**src/tnsg_pkg.sv**
```systemverilog
// shared types, constants and helper functions for the three-tone sound generator
// used by tnsg_ctrl, tnsg_dp and the top level; no dependencies
package tnsg_pkg;

    // input item kinds (carried on s_tuser)
    localparam logic [2:0] MODE_LATCH = 3'd0;
    localparam logic [2:0] MODE_WRITE = 3'd1;
    localparam logic [2:0] MODE_READ  = 3'd2;
    localparam logic [2:0] MODE_START = 3'd3;
    localparam logic [2:0] MODE_TICK  = 3'd4;

    // register map
    localparam logic [3:0] REG_NOISE      = 4'd6;
    localparam logic [3:0] REG_ENABLE     = 4'd7;
    localparam logic [3:0] REG_VOL_A      = 4'd8;
    localparam logic [3:0] REG_ENV_FINE   = 4'd11;
    localparam logic [3:0] REG_ENV_COARSE = 4'd12;
    localparam logic [3:0] REG_SHAPE      = 4'd13;

    // fixed tuning
    localparam int PERIOD_SCALE  = 1;
    localparam int ENV_DECREMENT = 2;
    localparam int PARK_LIMIT    = 2;
    localparam logic [17:0] LFSR_TAPS = 18'h24000;

    // divide by 3 * ENV_DECREMENT * 256 as (sum >> 9) * 683 >> 11
    localparam int SCALE_RECIP = 683;
    localparam int SCALE_SHIFT = 11;

    // controller to datapath commands
    typedef struct packed {
        logic       accept;
        logic       exec;
        logic       noise;
        logic       env;
        logic       mac;
        logic [1:0] mac_ch;
        logic       scale;
        logic       sub_init;
        logic       load_out;
    } cmd_t;

    // datapath to controller status
    typedef struct packed {
        logic in_tick;
        logic left_last;
    } sts_t;

    // logarithmic output level table
    function automatic logic [15:0] level(input logic [4:0] idx);
        logic [15:0] v;
        v = 16'd0;
        case (idx)
            5'd0:  v = 16'd0;
            5'd1:  v = 16'd184;
            5'd2:  v = 16'd219;
            5'd3:  v = 16'd260;
            5'd4:  v = 16'd309;
            5'd5:  v = 16'd368;
            5'd6:  v = 16'd437;
            5'd7:  v = 16'd519;
            5'd8:  v = 16'd617;
            5'd9:  v = 16'd734;
            5'd10: v = 16'd872;
            5'd11: v = 16'd1036;
            5'd12: v = 16'd1232;
            5'd13: v = 16'd1464;
            5'd14: v = 16'd1740;
            5'd15: v = 16'd2067;
            5'd16: v = 16'd2457;
            5'd17: v = 16'd2920;
            5'd18: v = 16'd3471;
            5'd19: v = 16'd4125;
            5'd20: v = 16'd4903;
            5'd21: v = 16'd5827;
            5'd22: v = 16'd6925;
            5'd23: v = 16'd8231;
            5'd24: v = 16'd9782;
            5'd25: v = 16'd11626;
            5'd26: v = 16'd13818;
            5'd27: v = 16'd16422;
            5'd28: v = 16'd19518;
            5'd29: v = 16'd23197;
            5'd30: v = 16'd27570;
            5'd31: v = 16'd32767;
            default: v = 16'd0;
        endcase
        return v;
    endfunction

    // raw register period to counter period, zero acts as one
    function automatic logic [16:0] scale_period(input logic [15:0] raw);
        logic [20:0] m;
        m = 21'(raw) * 21'(PERIOD_SCALE);
        if (raw == 16'd0) begin
            m = 21'(PERIOD_SCALE);
        end
        return m[16:0];
    endfunction

    // shift a running count by the change of period, never below one
    function automatic logic signed [18:0] retune(input logic signed [18:0] cnt,
                                                  input logic [16:0] p_new,
                                                  input logic [16:0] p_old);
        logic signed [18:0] t;
        t = cnt + $signed({2'b00, p_new}) - $signed({2'b00, p_old});
        if (t <= 19'sd0) begin
            t = 19'sd1;
        end
        return t;
    endfunction

endpackage

```
**src/tnsg_ctrl.sv**
```systemverilog
// sequencing state machine of the sound generator
// depends on tnsg_pkg (command and status types)
module tnsg_ctrl (
    input  logic            aclk,
    input  logic            aresetn,
    input  logic            s_tvalid,
    output logic            s_tready,
    output logic            m_tvalid,
    input  logic            m_tready,
    output tnsg_pkg::cmd_t  cmd,
    input  tnsg_pkg::sts_t  sts
);

    localparam logic [2:0] ST_IDLE  = 3'd0;
    localparam logic [2:0] ST_EXEC  = 3'd1;
    localparam logic [2:0] ST_NOISE = 3'd2;
    localparam logic [2:0] ST_ENV   = 3'd3;
    localparam logic [2:0] ST_MAC   = 3'd4;
    localparam logic [2:0] ST_SCALE = 3'd5;
    localparam logic [2:0] ST_DONE  = 3'd6;

    logic [2:0] state_reg, state_next;
    logic       sub_reg, sub_next;
    logic [1:0] mac_ch_reg, mac_ch_next;
    logic       out_valid_reg, out_valid_next;

    assign s_tready = (state_reg == ST_IDLE);
    assign m_tvalid = out_valid_reg;

    // next state and commands
    always_comb begin
        cmd         = '0;
        state_next  = state_reg;
        sub_next    = sub_reg;
        mac_ch_next = mac_ch_reg;
        case (state_reg)
            ST_IDLE: begin
                if (s_tvalid) begin
                    cmd.accept = 1'b1;
                    sub_next   = 1'b0;
                    state_next = sts.in_tick ? ST_NOISE : ST_EXEC;
                end
            end
            ST_EXEC: begin
                cmd.exec   = 1'b1;
                state_next = ST_DONE;
            end
            ST_NOISE: begin
                cmd.noise = 1'b1;
                if (sts.left_last) begin
                    state_next = ST_ENV;
                end
            end
            ST_ENV: begin
                cmd.env     = 1'b1;
                mac_ch_next = 2'd0;
                state_next  = sub_reg ? ST_DONE : ST_MAC;
            end
            ST_MAC: begin
                cmd.mac    = 1'b1;
                cmd.mac_ch = mac_ch_reg;
                if (mac_ch_reg == 2'd2) begin
                    state_next = ST_SCALE;
                end else begin
                    mac_ch_next = mac_ch_reg + 2'd1;
                end
            end
            ST_SCALE: begin
                cmd.scale    = 1'b1;
                cmd.sub_init = 1'b1;
                sub_next     = 1'b1;
                state_next   = ST_NOISE;
            end
            ST_DONE: begin
                if (!out_valid_reg || m_tready) begin
                    cmd.load_out = 1'b1;
                    state_next   = ST_IDLE;
                end
            end
            default: begin
                state_next = ST_IDLE;
            end
        endcase
    end

    // output beat holding
    always_comb begin
        if (cmd.load_out) begin
            out_valid_next = 1'b1;
        end else if (m_tready) begin
            out_valid_next = 1'b0;
        end else begin
            out_valid_next = out_valid_reg;
        end
    end

    always_ff @(posedge aclk) begin
        if (!aresetn) begin
            state_reg     <= ST_IDLE;
            sub_reg       <= 1'b0;
            mac_ch_reg    <= 2'd0;
            out_valid_reg <= 1'b0;
        end else begin
            state_reg     <= state_next;
            sub_reg       <= sub_next;
            mac_ch_reg    <= mac_ch_next;
            out_valid_reg <= out_valid_next;
        end
    end

endmodule

```
**src/tnsg_dp.sv**
```systemverilog
// datapath: register file, tone, noise and envelope generators, mixer
// depends on tnsg_pkg (types, constants, level table, period helpers)
module tnsg_dp (
    input  logic            aclk,
    input  logic            aresetn,
    input  logic [7:0]      s_tdata,
    input  logic [2:0]      s_tuser,
    input  tnsg_pkg::cmd_t  cmd,
    output tnsg_pkg::sts_t  sts,
    output logic [15:0]     m_tdata,
    output logic            m_tuser
);

    // architectural state
    logic [7:0]         reg_file_reg [16];
    logic [7:0]         reg_file_next [16];
    logic [3:0]         addr_reg, addr_next;
    logic [12:0]        tone_period_reg [3];
    logic [12:0]        tone_period_next [3];
    logic signed [13:0] tone_count_reg [3];
    logic signed [13:0] tone_count_next [3];
    logic [2:0]         tone_level_reg, tone_level_next;
    logic [5:0]         noise_period_reg, noise_period_next;
    logic signed [7:0]  noise_count_reg, noise_count_next;
    logic [7:0]         noise_level_reg, noise_level_next;
    logic [7:0]         gate_mask_reg, gate_mask_next;
    logic [16:0]        lfsr_reg, lfsr_next;
    logic [16:0]        env_period_reg, env_period_next;
    logic signed [17:0] env_count_reg, env_count_next;
    logic [7:0]         env_step_reg, env_step_next;
    logic [2:0]         env_flags_reg, env_flags_next;
    logic [4:0]         env_attack_reg, env_attack_next;
    logic [15:0]        env_vol_reg, env_vol_next;
    logic [15:0]        chan_vol_reg [3];
    logic [15:0]        chan_vol_next [3];
    logic [2:0]         uses_env_reg, uses_env_next;

    // working item and sub-step payload
    logic [2:0]         item_mode_reg, item_mode_next;
    logic [7:0]         item_data_reg, item_data_next;
    logic [1:0]         left_reg, left_next;
    logic [2:0]         acc_reg [3];
    logic [2:0]         acc_next [3];
    logic [18:0]        sum_reg, sum_next;
    logic [7:0]         rd_reg, rd_next;
    logic [7:0]         smp_reg, smp_next;
    logic [15:0]        m_data_reg, m_data_next;
    logic               m_user_reg, m_user_next;

    logic               two;

    // noise iteration consumes two time units only when both are available
    assign two = (noise_count_reg != 8'sd1) && (left_reg == 2'd2);

    assign sts.in_tick   = (s_tuser == tnsg_pkg::MODE_TICK);
    assign sts.left_last = two || (left_reg == 2'd1);
    assign m_tdata       = m_data_reg;
    assign m_tuser       = m_user_reg;

    always_comb begin
        logic signed [14:0] c;
        logic signed [14:0] cp;
        logic signed [14:0] pp;
        logic signed [14:0] negc;
        logic [16:0]        per;
        logic signed [18:0] rc;
        logic [7:0]         wv;
        logic [7:0]         fine;
        logic [7:0]         coarse;
        logic [1:0]         contrib;
        logic signed [8:0]  ncp;
        logic signed [18:0] ec;
        logic signed [18:0] pe;
        logic [7:0]         st;
        logic [4:0]         att;
        logic [2:0]         flg;
        logic [15:0]        vol;
        logic [17:0]        lt;
        logic [7:0]         nl;
        logic [18:0]        prod;
        logic [19:0]        q;

        c = '0; cp = '0; pp = '0; negc = '0; per = '0; rc = '0; wv = '0;
        fine = '0; coarse = '0; contrib = '0; ncp = '0; ec = '0; pe = '0;
        st = '0; att = '0; flg = '0; vol = '0; lt = '0; nl = '0; prod = '0; q = '0;

        reg_file_next     = reg_file_reg;
        addr_next         = addr_reg;
        tone_period_next  = tone_period_reg;
        tone_count_next   = tone_count_reg;
        tone_level_next   = tone_level_reg;
        noise_period_next = noise_period_reg;
        noise_count_next  = noise_count_reg;
        noise_level_next  = noise_level_reg;
        gate_mask_next    = gate_mask_reg;
        lfsr_next         = lfsr_reg;
        env_period_next   = env_period_reg;
        env_count_next    = env_count_reg;
        env_step_next     = env_step_reg;
        env_flags_next    = env_flags_reg;
        env_attack_next   = env_attack_reg;
        env_vol_next      = env_vol_reg;
        chan_vol_next     = chan_vol_reg;
        uses_env_next     = uses_env_reg;
        item_mode_next    = item_mode_reg;
        item_data_next    = item_data_reg;
        left_next         = left_reg;
        acc_next          = acc_reg;
        sum_next          = sum_reg;
        rd_next           = rd_reg;
        smp_next          = smp_reg;
        m_data_next       = m_data_reg;
        m_user_next       = m_user_reg;

        // take a new item
        if (cmd.accept) begin
            item_mode_next = s_tuser;
            item_data_next = s_tdata;
            left_next      = 2'd2;
            acc_next       = '{default: '0};
            sum_next       = '0;
            rd_next        = '0;
            smp_next       = '0;
        end

        // register access and buffer start
        if (cmd.exec) begin
            case (item_mode_reg)
                tnsg_pkg::MODE_LATCH: begin
                    addr_next = item_data_reg[3:0];
                end
                tnsg_pkg::MODE_WRITE: begin
                    wv = item_data_reg;
                    if (addr_reg inside {4'd1, 4'd3, 4'd5, tnsg_pkg::REG_SHAPE}) begin
                        wv = wv & 8'h0f;
                    end else if (addr_reg inside {tnsg_pkg::REG_NOISE, 4'd8, 4'd9,
                                                  4'd10}) begin
                        wv = wv & 8'h1f;
                    end
                    reg_file_next[addr_reg] = wv;
                    // tone periods
                    for (int ch = 0; ch < 3; ch++) begin
                        if (addr_reg[3:1] == 3'(ch)) begin
                            fine   = addr_reg[0] ? reg_file_reg[2*ch] : wv;
                            coarse = addr_reg[0] ? wv : reg_file_reg[2*ch+1];
                            per    = tnsg_pkg::scale_period({4'h0, coarse[3:0], fine});
                            tone_period_next[ch] = per[12:0];
                            rc = tnsg_pkg::retune(
                                {{5{tone_count_reg[ch][13]}}, tone_count_reg[ch]},
                                per, {4'h0, tone_period_reg[ch]});
                            tone_count_next[ch] = rc[13:0];
                        end
                    end
                    // noise period
                    if (addr_reg == tnsg_pkg::REG_NOISE) begin
                        per = tnsg_pkg::scale_period({11'h0, wv[4:0]});
                        noise_period_next = per[5:0];
                        rc = tnsg_pkg::retune(
                            {{11{noise_count_reg[7]}}, noise_count_reg},
                            per, {11'h0, noise_period_reg});
                        noise_count_next = rc[7:0];
                    end
                    // channel volumes
                    for (int ch = 0; ch < 3; ch++) begin
                        if (addr_reg == 4'(tnsg_pkg::REG_VOL_A + 4'(ch))) begin
                            uses_env_next[ch] = wv[4];
                            chan_vol_next[ch] = wv[4] ? env_vol_reg :
                                tnsg_pkg::level((wv[4:0] == 5'd0) ? 5'd0 : {wv[3:0], 1'b1});
                        end
                    end
                    // envelope period
                    if (addr_reg == tnsg_pkg::REG_ENV_FINE ||
                        addr_reg == tnsg_pkg::REG_ENV_COARSE) begin
                        fine   = (addr_reg == tnsg_pkg::REG_ENV_FINE) ? wv :
                                 reg_file_reg[tnsg_pkg::REG_ENV_FINE];
                        coarse = (addr_reg == tnsg_pkg::REG_ENV_COARSE) ? wv :
                                 reg_file_reg[tnsg_pkg::REG_ENV_COARSE];
                        per    = tnsg_pkg::scale_period({coarse, fine});
                        env_period_next = per;
                        rc = tnsg_pkg::retune({env_count_reg[17], env_count_reg},
                                              per, env_period_reg);
                        env_count_next = rc[17:0];
                    end
                    // envelope shape restarts the envelope
                    if (addr_reg == tnsg_pkg::REG_SHAPE) begin
                        att = wv[2] ? 5'h1f : 5'h00;
                        flg = wv[3] ? {1'b0, wv[1], wv[0]} : {1'b0, wv[2], 1'b1};
                        env_attack_next = att;
                        env_flags_next  = flg;
                        env_count_next  = {1'b0, env_period_reg};
                        env_step_next   = 8'h1f;
                        vol             = tnsg_pkg::level(5'h1f ^ att);
                        env_vol_next    = vol;
                        for (int ch = 0; ch < 3; ch++) begin
                            if (uses_env_reg[ch]) begin
                                chan_vol_next[ch] = vol;
                            end
                        end
                    end
                end
                tnsg_pkg::MODE_READ: begin
                    rd_next = reg_file_reg[addr_reg];
                end
                tnsg_pkg::MODE_START: begin
                    // park disabled or silent channels
                    for (int ch = 0; ch < 3; ch++) begin
                        if (reg_file_reg[tnsg_pkg::REG_ENABLE][ch] ||
                            reg_file_reg[8+ch] == 8'd0) begin
                            if (tone_count_reg[ch] <= 14'(tnsg_pkg::PARK_LIMIT)) begin
                                tone_count_next[ch] = tone_count_reg[ch] +
                                                      14'(tnsg_pkg::PARK_LIMIT);
                            end
                            if (reg_file_reg[tnsg_pkg::REG_ENABLE][ch]) begin
                                tone_level_next[ch] = 1'b1;
                            end
                        end
                    end
                    if (reg_file_reg[tnsg_pkg::REG_ENABLE][5:3] == 3'b111 &&
                        noise_count_reg <= 8'(tnsg_pkg::PARK_LIMIT)) begin
                        noise_count_next = noise_count_reg + 8'(tnsg_pkg::PARK_LIMIT);
                    end
                    gate_mask_next = noise_level_reg | reg_file_reg[tnsg_pkg::REG_ENABLE];
                end
                default: begin
                end
            endcase
        end

        // one noise interval: three tones and the noise generator
        if (cmd.noise) begin
            for (int ch = 0; ch < 3; ch++) begin
                c       = {tone_count_reg[ch][13], tone_count_reg[ch]};
                cp      = c - (two ? 15'sd2 : 15'sd1);
                pp      = $signed({2'b00, tone_period_reg[ch]});
                negc    = -cp;
                contrib = 2'd0;
                if (cp > 15'sd0) begin
                    tone_count_next[ch] = cp[13:0];
                    if (gate_mask_reg[3+ch] && tone_level_reg[ch]) begin
                        contrib = two ? 2'd2 : 2'd1;
                    end
                end else if (cp + pp > 15'sd0) begin
                    cp = cp + pp;
                    tone_count_next[ch] = cp[13:0];
                    tone_level_next[ch] = ~tone_level_reg[ch];
                    if (gate_mask_reg[3+ch]) begin
                        contrib = tone_level_reg[ch] ? c[1:0] : negc[1:0];
                    end
                end else begin
                    // a full period passed inside the interval
                    tone_count_next[ch] = 14'sd1;
                    if (gate_mask_reg[3+ch]) begin
                        contrib = 2'd1;
                    end
                end
                acc_next[ch] = acc_reg[ch] + {1'b0, contrib};
            end
            ncp = {noise_count_reg[7], noise_count_reg} - (two ? 9'sd2 : 9'sd1);
            if (ncp <= 9'sd0) begin
                nl = noise_level_reg;
                if (lfsr_reg[0] ^ lfsr_reg[1]) begin
                    nl = ~nl;
                    gate_mask_next = nl | reg_file_reg[tnsg_pkg::REG_ENABLE];
                end
                noise_level_next = nl;
                lt = {1'b0, lfsr_reg} ^ (lfsr_reg[0] ? tnsg_pkg::LFSR_TAPS : 18'h0);
                lfsr_next = lt[17:1];
                ncp = ncp + $signed({3'b000, noise_period_reg});
            end
            noise_count_next = ncp[7:0];
            left_next = left_reg - (two ? 2'd2 : 2'd1);
        end

        // envelope step
        if (cmd.env && !env_flags_reg[2]) begin
            ec = {env_count_reg[17], env_count_reg} - 19'(tnsg_pkg::ENV_DECREMENT);
            pe = $signed({2'b00, env_period_reg});
            if (ec <= 19'sd0) begin
                st = env_step_reg;
                if (ec + pe > 19'sd0) begin
                    ec = ec + pe;
                    st = st - 8'd1;
                end else begin
                    ec = ec + pe + pe;
                    st = st - 8'd2;
                end
                att = env_attack_reg;
                flg = env_flags_reg;
                if (st[7]) begin
                    if (flg[0]) begin
                        if (flg[1]) begin
                            att = att ^ 5'h1f;
                        end
                        flg[2] = 1'b1;
                        st     = 8'd0;
                    end else begin
                        if (flg[1] && st[5]) begin
                            att = att ^ 5'h1f;
                        end
                        st = st & 8'h1f;
                    end
                end
                env_step_next   = st;
                env_attack_next = att;
                env_flags_next  = flg;
                vol             = tnsg_pkg::level(st[4:0] ^ att);
                env_vol_next    = vol;
                for (int ch = 0; ch < 3; ch++) begin
                    if (uses_env_reg[ch]) begin
                        chan_vol_next[ch] = vol;
                    end
                end
            end
            env_count_next = ec[17:0];
        end

        // mix one channel per cycle
        if (cmd.mac) begin
            prod     = 19'(acc_reg[cmd.mac_ch]) * 19'(chan_vol_reg[cmd.mac_ch]);
            sum_next = sum_reg + prod;
        end

        // scale the mixed sum to a byte
        if (cmd.scale) begin
            q = 20'(sum_reg[18:9]) * 20'(tnsg_pkg::SCALE_RECIP);
            q = q >> tnsg_pkg::SCALE_SHIFT;
            smp_next = (q > 20'd255) ? 8'hff : q[7:0];
        end

        if (cmd.sub_init) begin
            left_next = 2'd2;
            acc_next  = '{default: '0};
        end

        // result beat
        if (cmd.load_out) begin
            m_data_next = {smp_reg, rd_reg};
            m_user_next = (item_mode_reg == tnsg_pkg::MODE_TICK);
        end
    end

    // generator state
    always_ff @(posedge aclk) begin
        if (!aresetn) begin
            reg_file_reg     <= '{default: '0};
            addr_reg         <= '0;
            tone_period_reg  <= '{default: 13'(tnsg_pkg::PERIOD_SCALE)};
            tone_count_reg   <= '{default: 14'sd1};
            tone_level_reg   <= '0;
            noise_period_reg <= 6'(tnsg_pkg::PERIOD_SCALE);
            noise_count_reg  <= 8'sd1;
            noise_level_reg  <= 8'hff;
            gate_mask_reg    <= 8'hff;
            lfsr_reg         <= 17'd1;
            env_period_reg   <= 17'(tnsg_pkg::PERIOD_SCALE);
            env_count_reg    <= 18'sd1;
            env_step_reg     <= '0;
            env_flags_reg    <= '0;
            env_attack_reg   <= '0;
            env_vol_reg      <= '0;
            chan_vol_reg     <= '{default: '0};
            uses_env_reg     <= '0;
        end else begin
            reg_file_reg     <= reg_file_next;
            addr_reg         <= addr_next;
            tone_period_reg  <= tone_period_next;
            tone_count_reg   <= tone_count_next;
            tone_level_reg   <= tone_level_next;
            noise_period_reg <= noise_period_next;
            noise_count_reg  <= noise_count_next;
            noise_level_reg  <= noise_level_next;
            gate_mask_reg    <= gate_mask_next;
            lfsr_reg         <= lfsr_next;
            env_period_reg   <= env_period_next;
            env_count_reg    <= env_count_next;
            env_step_reg     <= env_step_next;
            env_flags_reg    <= env_flags_next;
            env_attack_reg   <= env_attack_next;
            env_vol_reg      <= env_vol_next;
            chan_vol_reg     <= chan_vol_next;
            uses_env_reg     <= uses_env_next;
        end
    end

    // payload registers
    always_ff @(posedge aclk) begin
        item_mode_reg <= item_mode_next;
        item_data_reg <= item_data_next;
        left_reg      <= left_next;
        acc_reg       <= acc_next;
        sum_reg       <= sum_next;
        rd_reg        <= rd_next;
        smp_reg       <= smp_next;
        m_data_reg    <= m_data_next;
        m_user_reg    <= m_user_next;
    end

endmodule

```
**src/three_tone_noise_envelope_sound_gen_unit.sv**
```systemverilog
// top level of the three-tone sound generator with noise and envelope
// depends on tnsg_pkg, tnsg_ctrl and tnsg_dp
//
//   channel  | direction | ports                                | beat
//   ---------+-----------+--------------------------------------+---------------------------
//   request  | in        | s_tvalid s_tready s_tdata s_tuser    | one command or sample tick
//   result   | out       | m_tvalid m_tready m_tdata m_tuser    | one beat per request
//
// latch, write, read and buffer start pass through the execute and done states;
// a sample tick runs two sub-steps of one or two noise intervals and an envelope step each,
// with the three channels mixed through the shared multiplier and scaled after the first.
// reset is synchronous and returns all generator state to its power-on values.
// one request is in work at a time; the next is taken while the last result
// waits in the output register, and a stalled m_tready holds the block in its final state.
module three_tone_noise_envelope_sound_gen_unit (
    input  logic        aclk,
    input  logic        aresetn,
    input  logic        s_tvalid,
    output logic        s_tready,
    input  logic [7:0]  s_tdata,   // data
    input  logic [2:0]  s_tuser,   // mode
    output logic        m_tvalid,
    input  logic        m_tready,
    output logic [15:0] m_tdata,   // read_data, sample
    output logic        m_tuser    // sample_valid
);

    tnsg_pkg::cmd_t cmd;
    tnsg_pkg::sts_t sts;

    tnsg_ctrl u_ctrl (
        .aclk     (aclk),
        .aresetn  (aresetn),
        .s_tvalid (s_tvalid),
        .s_tready (s_tready),
        .m_tvalid (m_tvalid),
        .m_tready (m_tready),
        .cmd      (cmd),
        .sts      (sts)
    );

    tnsg_dp u_dp (
        .aclk     (aclk),
        .aresetn  (aresetn),
        .s_tdata  (s_tdata),
        .s_tuser  (s_tuser),
        .cmd      (cmd),
        .sts      (sts),
        .m_tdata  (m_tdata),
        .m_tuser  (m_tuser)
    );

endmodule
```
**config.mk**
```make
export PLATFORM = sky130hd
export DESIGN_NAME = three_tone_noise_envelope_sound_gen_unit
export DESIGN_NICKNAME = d
export VERILOG_FILES = /design/src/tnsg_pkg.sv /design/src/tnsg_ctrl.sv /design/src/tnsg_dp.sv /design/src/three_tone_noise_envelope_sound_gen_unit.sv
export SDC_FILE = /design/constraint.sdc
export NUM_CORES = 2
export LEC_CHECK = 0
export BUFFER_PORTS_ARGS = -buffer_cell sky130_fd_sc_hd__buf_4
export CAP_MARGIN = 20
export CORE_UTILIZATION = 65
export CTS_CLUSTER_DIAMETER = 50
export CTS_CLUSTER_SIZE = 14
export DETAILED_ROUTE_END_ITERATION = 12
export PLACE_DENSITY = 0.82
export SYNTH_ARGS = -nofsm -noshare
export SYNTH_HDL_FRONTEND = slang
export SYNTH_HIERARCHICAL = 1
export SYNTH_SLANG_ARGS = --single-unit
```
**constraint.sdc**
```tcl
create_clock -name aclk -period 11.5 [get_ports aclk]
set_input_delay 2.3 -clock aclk [delete_from_list [all_inputs] [get_ports aclk]]
set_output_delay 2.3 -clock aclk [all_outputs]
set_load 0.03 [all_outputs]
```
==> results.sh <==
export IMPL_min_path_type="reg2reg"
export IMPL_first_pass_iters=7
export IMPL_start_util_pct=66.32
export IMPL_first_global_vias=32450
export IMPL_max_slew_margin_pct=26.33
export IMPL_crit_path_start_kind="flop"
export IMPL_cts_sinks=447
export IMPL_avgViaCountPerCell=6.592
export IMPL_cp_end_kind="flop"
export IMPL_die_y_um=240.2
export IMPL_ioPinCount=34
export IMPL_finalSetupViolations=0
export IMPL_grt_use_total_pct=37.86
export IMPL_die_area_sq_mm=0.05772
export IMPL_die_w_um=240.2
export IMPL_antenna_cells=0
export IMPL_period_needed_ns=7.660
export IMPL_drt_wl_total_um=110500
export IMPL_worst_ep_arrival_time_ns=8.12
export IMPL_async_reset_ff_share_pct=0
export IMPL_synth_edf_count=55
export IMPL_first_iter_violations=3892
export IMPL_synth_seq_cells=447
export IMPL_cts_resized=0
export IMPL_final_hold_violation_count=0
export IMPL_cp_max_fo=21
export IMPL_max_stage_delay_ns=0.84
export IMPL_cp_slowest_cell="nor2_1"
export IMPL_cts_hold_buffers=0
export IMPL_synthAdderAreaFrac_pct=16.11
export IMPL_required_ns=11.96
export IMPL_syn_num_nets=4997
export IMPL_layout_commonest_cell="nand2_1"
export IMPL_post_cts_setup_buffers=0
export IMPL_post_place_ws_ns=4.132
export IMPL_min_period_over_period_pct=66.61
export IMPL_status="complete, no violations"
export IMPL_ant_nets=0
export IMPL_grt_max_degree=169
export IMPL_yosys_cell_types_count=104
export IMPL_htreeDepth=2
export IMPL_setup_slack_ns=3.840
export IMPL_synthXorXnorAreaFrac_pct=5.609
export IMPL_wl_per_cell_um=20.93
export IMPL_syn_to_final_growth_pct=7.434
export IMPL_finalSetupTns_ns=0
export IMPL_rsz0062_at_grt="no"
export IMPL_max_cap_viol_count=0
export IMPL_placedInstanceArea_sq_mm=0.03759
export IMPL_whs_path_depth=0
export IMPL_cpMostUsedCell="a21oi_1"
export IMPL_stdcell_area_sq_mm=0.03964
export IMPL_portBuffers=33
export IMPL_cts_buffer_depth=3
export IMPL_grt_pass1_wl_um=174300
export IMPL_via_count=34810
export IMPL_r2r_cells=26
export IMPL_worst_hold_slack_ns=0.4196
export IMPL_drv_slew=0
export IMPL_fp_coreArea_sq_mm=0.05563
export IMPL_synth_compound_area_share_pct=22.36
export IMPL_std_cell_rows=86
export IMPL_layout_common_cells="nand2_1 (483), a21oi_1 (413), nor2_1 (405)"
export IMPL_avgSynthCellArea_sq_um=8.050
export IMPL_gp_routability_congestion=1.011
export IMPL_fin_nets=4900
export IMPL_ys_seq_area_share_pct=25.75
export IMPL_overflow=0
export IMPL_largest_register_ffs=128
export IMPL_antenna_found_initial=0
export IMPL_drc=0
export IMPL_finClkSkew_ns=0.03246
export IMPL_cts_tree="yes"
export IMPL_synth_mux_area_share_pct=5.080
export IMPL_clkTransAtPathRegs_ns=0.06
export IMPL_crit_type="reg2reg"
export IMPL_clock_fmax_mhz=130.5
export IMPL_tightest_slew_ns=1.097
export IMPL_synth_simple_area_share_pct=18.41
export IMPL_synth_flop_cell="dfxtp_1"
export IMPL_synthCells=4583
export IMPL_numCtsBuffers=58
export IMPL_syn_area_sq_mm=0.03689
export IMPL_clock_latency_ns=0.64
export IMPL_layout_drive_gt1_share_pct=7.171
export IMPL_cts_root_buffer="clkbuf_16"
export IMPL_ys_warn_count=6
export IMPL_synth_top_family_by_area="compound AO/OA/AOI/OAI gates"
export IMPL_dp_hpwl_um=81130
[path summary, 6_finish.rpt]
check                   startpoint                endpoint  slack, ns
setup / recovery  u_dp/addr_reg[2]  u_dp/env_count_reg[11]       3.84
setup reg to reg  u_dp/addr_reg[2]  u_dp/env_count_reg[11]       3.84
hold / removal     u_dp/smp_reg[4]        u_dp/m_tdata[12]       0.42
hold reg to reg    u_dp/smp_reg[4]        u_dp/m_tdata[12]       0.42
[final cells by class]
type,instances,area [sq um]
Multi-Input combinational cell,3495,24990
Fill cell,4438,15990
Sequential cell,447,9504
Clock buffer,67,1569
Inverter,390,1471
Tap cell,748,935.9
Timing Repair Buffer,94,715.7
Clock inverter,39,451.7
[metal layers]
metal	track usage, %	vias up	share of wire (%)
met5	0	-	0
met2	58.50	2065	44
met3	7.486	413	11
met4	19.61	0	5.4
li1	-	16110	-
met1	50.12	16220	40
[cells in the mapped netlist, types with 28 or more instances]
| cell | count | area share (%) |
|---|---|---|
| a211oi_1 | 75 | 1.5 |
| a21o_1 | 55 | 1.1 |
| a21oi_1 | 413 | 5.6 |
| a221oi_1 | 50 | 1.2 |
| a31oi_1 | 35 | 0.59 |
| and2_1 | 37 | 0.63 |
| and3_1 | 54 | 0.92 |
| buf_1 | 28 | 0.28 |
| clkbuf_1 | 205 | 2.1 |
| dfxtp_1 | 392 | 21 |
| edfxtp_1 | 55 | 4.5 |
| fa_1 | 124 | 6.7 |
| ha_1 | 275 | 9.3 |
| inv_1 | 384 | 3.9 |
| mux2i_1 | 88 | 2.4 |
| mux4_2 | 41 | 2.5 |
| nand2_1 | 483 | 4.9 |
| nand2b_1 | 47 | 0.80 |
| nand3_1 | 106 | 1.4 |
| nand4_1 | 42 | 0.71 |
| nor2_1 | 407 | 4.1 |
| nor2b_1 | 40 | 0.68 |
| nor3_1 | 94 | 1.3 |
| nor4_1 | 42 | 0.71 |
| o211ai_1 | 34 | 0.69 |
| o21ai_0 | 253 | 3.4 |
| o21bai_1 | 49 | 1.0 |
| o221ai_1 | 37 | 0.88 |
| xnor2_1 | 172 | 4.1 |
| xor2_1 | 55 | 1.3 |
[critical path, delay by kind of cell (launching register included)]
| family | cells | cell delay [ns] |
|---|---|---|
| AND/OR/NAND/NOR | 7 | 1.89 |
| multiplexers | 1 | 0.43 |
| flip-flops | 1 | 0.80 |
| adder cells (fa/ha/maj) | 3 | 0.88 |
| buffers and inverters | 1 | 0.04 |
| AO/OA/AOI/OAI | 14 | 3.43 |
[logic make-up after synthesis]
group | after synthesis
DFF | 447
buffers and inverters | 641
muxes | 135
and+or+nand+nor | 1454
AOI/OAI and AO/OA | 1273
adders and majority gates | 401
xor gates and xnor gates | 232
[stage by stage]
stage                     utilization [%]  std cells
final                               71.25       5280
after global routing                71.25       5280
after CTS                           71.21       5277
after detailed placement            67.58       5171
after global placement              67.57       5170
after floorplan                         -       4583
Power is left out: the tool's default activity adds up to more than one toggle a clock period on the data nets, which glitch-free logic cannot reach.
